`config.mk`:
```
export PLATFORM = sky130hd
export DESIGN_NAME = rmrpy_isqrt
export DESIGN_NICKNAME = d
export VERILOG_FILES = /design/src/hw/rtl/rmrpy_pkg.sv /design/src/hw/rtl/rmrpy_isqrt.sv
export SDC_FILE = /design/constraint.sdc
export NUM_CORES = 2
export LEC_CHECK = 0
export BUFFER_PORTS_ARGS = -buffer_cell sky130_fd_sc_hd__buf_4
export CORE_MARGIN = 10
export CORE_UTILIZATION = 35
export DETAILED_ROUTE_END_ITERATION = 10
export GPL_ROUTABILITY_DRIVEN = 0
export SLEW_MARGIN = 15
export SYNTH_ARGS = -nofsm -noshare
export SYNTH_HDL_FRONTEND = slang
export SYNTH_SLANG_ARGS = --single-unit
```
`constraint.sdc`:
```
create_clock -name clk -period 8.4 [get_ports clk]
set_input_delay 0.42 -clock clk [delete_from_list [all_inputs] [get_ports clk]]
set_output_delay 0.42 -clock clk [all_outputs]
set_load 0.01 [all_outputs]
```
`src/hw/rtl/rmrpy_pkg.sv`:
```
// rmrpy_pkg: shared constants, types and the arctangent table for the
// rotation matrix to roll/pitch/yaw pipeline. Depends on nothing.
package rmrpy_pkg;

  localparam int CORDIC_STEPS_DEF = 16;
  localparam int MW       = 16;   // matrix element width, Q2.14
  localparam int OW       = 16;   // angle width, Q3.13
  localparam int IW       = 33;   // cordic operand width, Q2.30 plus headroom
  localparam int DW       = 36;   // cordic x/y datapath width
  localparam int ZW       = 35;   // cordic angle accumulator width, Q5.30
  localparam int SUMSQ_W  = 32;
  localparam int ROOT_W   = 32;
  localparam int REM_W    = 34;
  localparam int ISQ_STEPS = 32;  // one root bit per stage

  localparam logic signed [ZW-1:0] PI_Q30      = 35'sd3373259426;
  localparam logic signed [OW-1:0] PI_Q13      = 16'sd25736;
  localparam logic signed [OW-1:0] HALF_PI_Q13 = 16'sd12868;

  // atan(2^-i) in Q2.30, truncated
  localparam logic [31:0] ATAN_TAB [32] = '{
    32'h3243F6A8, 32'h1DAC6705, 32'h0FADBAFC, 32'h07F56EA6, 32'h03FEAB76,
    32'h01FFD55B, 32'h00FFFAAA, 32'h007FFF55, 32'h003FFFEA, 32'h001FFFFD,
    32'h000FFFFF, 32'h0007FFFF, 32'h0003FFFF, 32'h0001FFFF, 32'h0000FFFF,
    32'h00007FFF, 32'h00003FFF, 32'h00001FFF, 32'h00000FFF, 32'h000007FF,
    32'h000003FF, 32'h000001FF, 32'h000000FF, 32'h0000007F, 32'h0000003F,
    32'h0000001F, 32'h0000000F, 32'h00000008, 32'h00000004, 32'h00000002,
    32'h00000001, 32'h00000000
  };

  // matrix elements carried alongside the square root
  typedef struct packed {
    logic signed [MW-1:0] m00;
    logic signed [MW-1:0] m10;
    logic signed [MW-1:0] m20;
    logic signed [MW-1:0] m21;
    logic signed [MW-1:0] m22;
  } mrow_t;

endpackage

```
`src/hw/rtl/rmrpy_isqrt.sv`:
```
// rmrpy_isqrt: pipelined floor square root of sumsq * 2^32, one root bit
// per register stage. Depends on rmrpy_pkg.
module rmrpy_isqrt (
  input  logic                           clk,
  input  logic                           en,
  input  logic [rmrpy_pkg::SUMSQ_W-1:0]  sumsq,
  output logic [rmrpy_pkg::ROOT_W-1:0]   root
);
  import rmrpy_pkg::*;

  logic [SUMSQ_W-1:0] n_q [ISQ_STEPS+1];
  logic [ROOT_W-1:0]  q_q [ISQ_STEPS+1];
  logic [REM_W-1:0]   r_q [ISQ_STEPS+1];

  assign n_q[0] = sumsq;
  assign q_q[0] = '0;
  assign r_q[0] = '0;

  // restoring digit step: bring down two bits, try subtracting 4q+1
  for (genvar k = 0; k < ISQ_STEPS; k++) begin : g_step
    logic [REM_W+1:0] t;
    logic [REM_W+1:0] d;
    logic             ge;
    assign t  = {r_q[k], n_q[k][SUMSQ_W-1 -: 2]};
    assign d  = {2'b00, q_q[k], 2'b01};
    assign ge = (t >= d);

    always_ff @(posedge clk) begin
      if (en) begin
        n_q[k+1] <= {n_q[k][SUMSQ_W-3:0], 2'b00};
        if (ge) begin
          r_q[k+1] <= REM_W'(t - d);
          q_q[k+1] <= {q_q[k][ROOT_W-2:0], 1'b1};
        end else begin
          r_q[k+1] <= t[REM_W-1:0];
          q_q[k+1] <= {q_q[k][ROOT_W-2:0], 1'b0};
        end
      end
    end
  end

  assign root = q_q[ISQ_STEPS];

endmodule

```
Word-level counts from Yosys, hierarchy flattened --
Index checks and enable logic that the tools add are counted.
Cells by class: order comparisons 32, muxes and demuxes 63, $add $sub $neg 31
Operators by type and width (count):
- $mux 34 | 30
- $ge 36x10->1 | 1
- $ge 36x11->1 | 1
- $ge 36x12->1 | 1
- $ge 36x13->1 | 1
- $ge 36x14->1 | 1
- $ge 36x15->1 | 1
- $ge 36x16->1 | 1
- $ge 36x17->1 | 1
- $ge 36x18->1 | 1
- $ge 36x19->1 | 1
- $ge 36x20->1 | 1
- $ge 36x21->1 | 1
- $ge 36x22->1 | 1
- $ge 36x23->1 | 1
- $ge 36x24->1 | 1
- $ge 36x25->1 | 1
- $ge 36x26->1 | 1
- $ge 36x27->1 | 1
- $ge 36x28->1 | 1
- $ge 36x29->1 | 1
- $ge 36x3->1 | 1
- $ge 36x30->1 | 1
- $ge 36x31->1 | 1
- other kinds (42) | 73
Storage, ports and cells: logic and storage cells 220, output and inout bits 32, bits in registers 1791

Longest topological paths before layout --
depth after elaboration 2, depth in mapped cells 15

Least setup slack after synthesis --
No wires, ideal clock.
kind register to register, start reg r_q, in the netlist g_step[25].t[2], end reg r_q, in the netlist g_step[26].t[4], data pin, setup slack 4.336 ns, cell stages (with the launch flop) 12, arrival 3.804 ns, path buffers 1, library setup time 0.260 ns, path through edfxtp_1 -> ha_1 -> fa_1 -> a21oi_1 -> o21bai_1 -> a211oi_1 -> nor2b_1 -> a31oi_1 -> o211ai_1 -> a2111oi_0 -> clkbuf_1 -> mux2_2
On the way: longest elaborated chain between the ends 2, elaborated cells on any way between the ends 3, classes of those cells 1 x add/sub; 1 x order compare; 1 x mux
RTL lines:
- start, declared | RTL line rmrpy_isqrt.sv:13 | logic [REM_W-1:0] r_q [ISQ_STEPS+1];
- start signal, assigned by index | RTL line rmrpy_isqrt.sv:32 | r_q[k+1] <= REM_W'(t - d);
- start signal, assigned by index | RTL line rmrpy_isqrt.sv:35 | r_q[k+1] <= t[REM_W-1:0];
- $sub 34x27->34 or $ge 36x27->1 (tied branches) | RTL line rmrpy_isqrt.sv:32, rmrpy_isqrt.sv:26
- $mux 34 (*) | RTL line rmrpy_isqrt.sv:31 | if (ge) begin
Mark *: on every way between the ends. The rest lies on a longest branch, timed or not. A chain may end at the register's enable or synchronous reset.

Worst setup path after layout --
start reg r_q, in the netlist g_step[25].t[2], end reg r_q, in the netlist g_step[26].t[27], data pin
On the way: longest elaborated chain between the ends 2, elaborated cells on any way between the ends 3, classes of those cells 1 x add/sub; 1 x order compare; 1 x mux
RTL lines:
- $ge 36x27->1 | RTL line rmrpy_isqrt.sv:26 | assign ge = (t >= d);
- net g_step[25].ge | RTL line rmrpy_isqrt.sv:23 | logic ge;
- $mux 34 | RTL line rmrpy_isqrt.sv:31
The timed path passes the listed nets, and every way through them passes these cells.

==> impl_metrics.xml <==
<?xml version="1.0" encoding="UTF-8"?>
<metrics>
  <group name="outcome">
    <metric name="run_status" unit="">complete, no violations</metric>
  </group>
  <group name="layout">
    <metric name="final_layout_size_suffix_gt1_share" unit="%">6.35</metric>
    <metric name="final_cells" unit="">11600</metric>
    <metric name="area_delta_synth_final" unit="%">12.6</metric>
    <metric name="fillers" unit="">24100</metric>
    <metric name="finish.instance_area" unit="sq um">103000</metric>
    <metric name="finalNetCount" unit="">8630</metric>
  </group>
  <group name="clocking">
    <metric name="cts-hold-fix-buffers" unit="">33</metric>
    <metric name="cts_htree_levels" unit="">4</metric>
    <metric name="cts_buffer_depth" unit="">3</metric>
    <metric name="cts_buffers" unit="">190</metric>
    <metric name="clk_latency" unit="ns">0.87</metric>
    <metric name="tritoncts" unit="">yes</metric>
    <metric name="cts_resized" unit="">0</metric>
    <metric name="cts.root.buffer_cell" unit="">clkbuf_16</metric>
    <metric name="clock_sink_count" unit="">1742</metric>
    <metric name="setup_fix_bufs_post_cts" unit="">0</metric>
    <metric name="clock_pin_slew_on_the_worst_setup_and_hold_paths" unit="ns">0.06</metric>
  </group>
  <group name="placed_design">
    <metric name="dp_hpwl" unit="um">140000</metric>
    <metric name="placed_cell_area" unit="sq um">95900</metric>
    <metric name="dp.cells" unit="">11200</metric>
    <metric name="io_buffers" unit="">65</metric>
  </group>
  <group name="timing">
    <metric name="maximum_clock_rate" unit="MHz">202</metric>
    <metric name="fin_setup_tns" unit="ns">0</metric>
    <metric name="worst-slew-pin-transition" unit="ns">1.14</metric>
    <metric name="grt_setup_unrepaired" unit="">no</metric>
    <metric name="finalHoldViolCount" unit="">0</metric>
    <metric name="relative_max_transition_margin" unit="%">24.0</metric>
    <metric name="worst_hold_slack" unit="ns">0.0475</metric>
    <metric name="slew_viol_final" unit="">0</metric>
    <metric name="timing.final.crit_share" unit="%">59.1</metric>
    <metric name="timing.final.setup_violations" unit="">0</metric>
    <metric name="timing.clock.skew" unit="ns">0.0770</metric>
    <metric name="finalCriticalPeriod" unit="ns">4.96</metric>
  </group>
  <group name="global_routing">
    <metric name="grt-ovfl-total" unit="">0</metric>
    <metric name="grt_start_max_net_pins" unit="">182</metric>
    <metric name="global_route.usage.total" unit="%">13.1</metric>
    <metric name="grt_antenna_before_repair" unit="">1</metric>
    <metric name="first_pass_grt_wire_length" unit="um">306000</metric>
    <metric name="first_global_vias" unit="">59700</metric>
  </group>
  <group name="critical_path">
    <metric name="worstPathCellList" unit="">ha_1 &gt; fa_1 &gt; a21oi_1 &gt; o21bai_1 &gt; a211oi_1 &gt; nor2b_1 &gt; a31oi_1 &gt; o211ai_1 &gt; a2111oi_2 &gt; buf_4 &gt; inv_1 &gt; mux2_2</metric>
    <metric name="worst_setup_path_start_kind" unit="">flop</metric>
    <metric name="timing.critical_path.required" unit="ns">8.92</metric>
    <metric name="crit_path_max_fanout" unit="">43</metric>
    <metric name="critical_path.max_stage_delay" unit="ns">0.82</metric>
    <metric name="worst-r2r-setup-slack" unit="ns">3.44</metric>
    <metric name="endpoint_kind" unit="">flop</metric>
    <metric name="worstPathArrival" unit="ns">5.48</metric>
    <metric name="regToRegStartpoint" unit="">g_step[25].t[2]$_SDFFCE_PP0P_</metric>
    <metric name="ff2ff_path_depth" unit="">12</metric>
    <metric name="timing_worst_setup_path_type" unit="">reg -&gt; reg</metric>
    <metric name="worst_path_max_delay_cell" unit="">a2111oi_2</metric>
    <metric name="regToRegEndpoint" unit="">g_step[26].t[27]$_DFFE_PP_</metric>
  </group>
  <group name="synth">
    <metric name="postSynthRegisterBits" unit="">1742</metric>
    <metric name="synthArstFlopShare" unit="%">0</metric>
    <metric name="syn-num-nets" unit="">8441</metric>
    <metric name="synth_enable_flop_cells" unit="">1742</metric>
    <metric name="post_synth.cell_area_avg" unit="sq um">11.6</metric>
    <metric name="synth.yosys.seq_area_share" unit="%">57.4</metric>
    <metric name="syn_area" unit="sq um">91100</metric>
    <metric name="ys.warnings.count" unit="">0</metric>
    <metric name="synth_cell_types" unit="">87</metric>
    <metric name="post_synth_inst_count" unit="">7858</metric>
    <metric name="synth_flop_cell" unit="">edfxtp_1</metric>
  </group>
  <group name="route">
    <metric name="number_of_detailed_routing_iterations_run_before_antenna_repair" unit="">6</metric>
    <metric name="post_drt_via_cell_ratio" unit="">5.12</metric>
    <metric name="detail_route.wl_per_cell" unit="um">16.4</metric>
    <metric name="drc_errors_left" unit="">0</metric>
    <metric name="vias" unit="">59400</metric>
    <metric name="first_drt_iteration_drcs" unit="">4272</metric>
    <metric name="antenna_violating_nets_post_route" unit="">0</metric>
    <metric name="wirelength" unit="um">191000</metric>
  </group>
  <group name="pwr">
    <metric name="switching_component_of_the_power" unit="mW">7.94</metric>
    <metric name="ir_worst_vdd" unit="mV">0.218</metric>
    <metric name="internal_power" unit="mW">18.6</metric>
    <metric name="p_clk_share" unit="%">31.7</metric>
    <metric name="p_sw_share" unit="%">29.9</metric>
    <metric name="power.static_leakage" unit="nW">39.2</metric>
    <metric name="post-layout-total-power" unit="mW">26.6</metric>
    <metric name="comb_power_share" unit="%">22.6</metric>
    <metric name="power_density" unit="nW/um^2">259</metric>
    <metric name="share_seq_of_total_power" unit="%">45.7</metric>
  </group>
  <group name="floorplanning">
    <metric name="die-area" unit="sq um">281000</metric>
    <metric name="placementRows" unit="">187</metric>
    <metric name="boundaryPins" unit="">66</metric>
    <metric name="die_height" unit="um">530</metric>
    <metric name="core-area" unit="sq um">259000</metric>
    <metric name="initial_utilization" unit="%">35.1</metric>
    <metric name="chipWidth" unit="um">530</metric>
  </group>
  <group name="flow_run">
    <metric name="maxCapViolCount" unit="">0</metric>
  </group>
  <group name="hold_path">
    <metric name="min-delay-start" unit="">en</metric>
    <metric name="min_path_type" unit="">in -&gt; reg</metric>
    <metric name="endpoint_with_the_worst_hold_slack" unit="">n_q[994]$_DFFE_PP_</metric>
    <metric name="hold_path_depth" unit="">1</metric>
  </group>
</metrics>
power groups by stage:
stage          sequential (mW)  combinational (mW)  clock, mW
2_1_floorplan             11.9                4.54          0
3_3_place_gp              12.3                5.74          0
3_5_place_dp              12.3                5.93          0
4_1_cts                   12.1                5.99       8.64
5_1_grt                   12.3                6.74       9.00
6_report                  12.1                6.01       8.41
flip-flops by register name, summed over array words and instances, names as in the netlist:
register  cells
g_step.d    496
g_step.t   1004
n_q         210
root         32
kinds of logic (layout without fill, tap and decap cells):
logic type      after synthesis  count (layout)  share of synthesized area, %
compound gates             1721            1721                          11.5
xor+xnor                    785             785                          7.55
fa+ha+maj                   549             549                          7.66
buf+inv                     834            1178                          3.45
flops                      1742            1742                          57.4
mux                          62              62                         0.754
other cells                   1               3                       0.00411
simple gates               2164            2164                          11.7
worst max-delay path: cells and delay by family, from the launching register on:
family / cells / cell delay (ns)
compound gates: 6 / 2.40
simple gates: 1 / 0.12
flops: 1 / 0.47
buf+inv: 2 / 0.67
fa+ha+maj: 2 / 0.67
mux: 1 / 0.31
cell type report:
class	instances	area (sq um)	area share, %
multi-input combinational	5282	35800	34.9
tap	3402	4260	4.15
clock buffer	224	4880	4.76
sequential	1742	52300	51.0
antenna	2	5.00	0.00488
inverter	688	2580	2.52
clock inverter	123	1510	1.47
timing repair buffer	143	1300	1.26
layer usage:
layer / track usage, % / vias to the layer above / part of all wire [%] / routed length (um)
met5: 0 / - / 0 / 0
met4: 5.58 / 0 / 4.3 / 8190
met3: 2.03 / 452 / 3.7 / 6990
met2: 23.9 / 1259 / 51 / 96600
met1: 15.3 / 28600 / 41 / 79000
li1: - / 29100 / - / -
placed cells by master (no fill, tap or decap), types with 40 or more instances in the layout:
cell type  instances
a21o_1           223
clkbuf_16        190
o21a_1            72
nand4_1           59
ha_1             534
nor2b_1           58
nand2_1          675
o31ai_1           58
nor4_1           134
inv_1            682
a21oi_1          458
clkinv_1          40
edfxtp_1        1742
xnor2_1          379
nand3_1          134
xor2_1           405
or3_1            106
o21ai_0          570
buf_4            100
a211oi_1          48
nand2b_1         100
o21bai_1          59
or4_1             64
mux2_2            52
nor2_1           430
nor3_1           202
stage by stage:
stage	setup slack [ns]	utilization, %
3_5_place_dp	3.53	37.0
2_1_floorplan	4.34	-
6_report	3.44	39.6
3_3_place_gp	3.50	37.0
4_1_cts	3.44	39.5
5_1_grt	3.13	39.6
how the worst max path moves through the flow:
stage / from / to / slack (ns) / cells after the start
after detailed placement: g_step[25].t[2]$_SDFFCE_PP0P_ / g_step[26].t[27]$_DFFE_PP_ / 3.53 / 12
after global routing: g_step[25].t[2]$_SDFFCE_PP0P_ / g_step[26].t[27]$_DFFE_PP_ / 3.13 / 12
after floorplan: g_step[25].t[2]$_SDFFCE_PP0P_ / g_step[26].t[4]$_DFFE_PP_ / 4.34 / 11
after global placement: g_step[25].t[2]$_SDFFCE_PP0P_ / g_step[26].t[27]$_DFFE_PP_ / 3.50 / 12
after CTS: g_step[25].t[2]$_SDFFCE_PP0P_ / g_step[26].t[27]$_DFFE_PP_ / 3.44 / 12
final: g_step[25].t[2]$_SDFFCE_PP0P_ / g_step[26].t[27]$_DFFE_PP_ / 3.44 / 12
synth_stat cells, types with 15 or more instances:
cell	instances	area share, %
edfxtp_1	1742	57
inv_1	682	2.8
nand2_1	675	2.8
o21ai_0	571	3.1
ha_1	534	7.3
a21oi_1	460	2.5
nor2_1	432	1.8
xor2_1	405	3.9
xnor2_1	379	3.6
a21o_1	223	1.8
nor3_1	203	1.1
clkbuf_1	134	0.55
nand3_1	134	0.74
nor4_1	134	0.92
or3_1	106	0.73
nand2b_1	100	0.69
o21a_1	72	0.59
or4_1	64	0.53
o21bai_1	60	0.49
nand4_1	59	0.40
nor2b_1	59	0.40
o31ai_1	58	0.48
mux2_2	52	0.64
a211oi_1	50	0.41
a31oi_1	42	0.29
and3_1	37	0.25
and2_1	36	0.25
or2_2	34	0.23
o211ai_1	32	0.26
nand3b_1	21	0.17
a21boi_0	16	0.13
fa_1	15	0.33
nor3b_1	15	0.12
o41ai_1	15	0.14
Power figures use the tool's default switching activity.
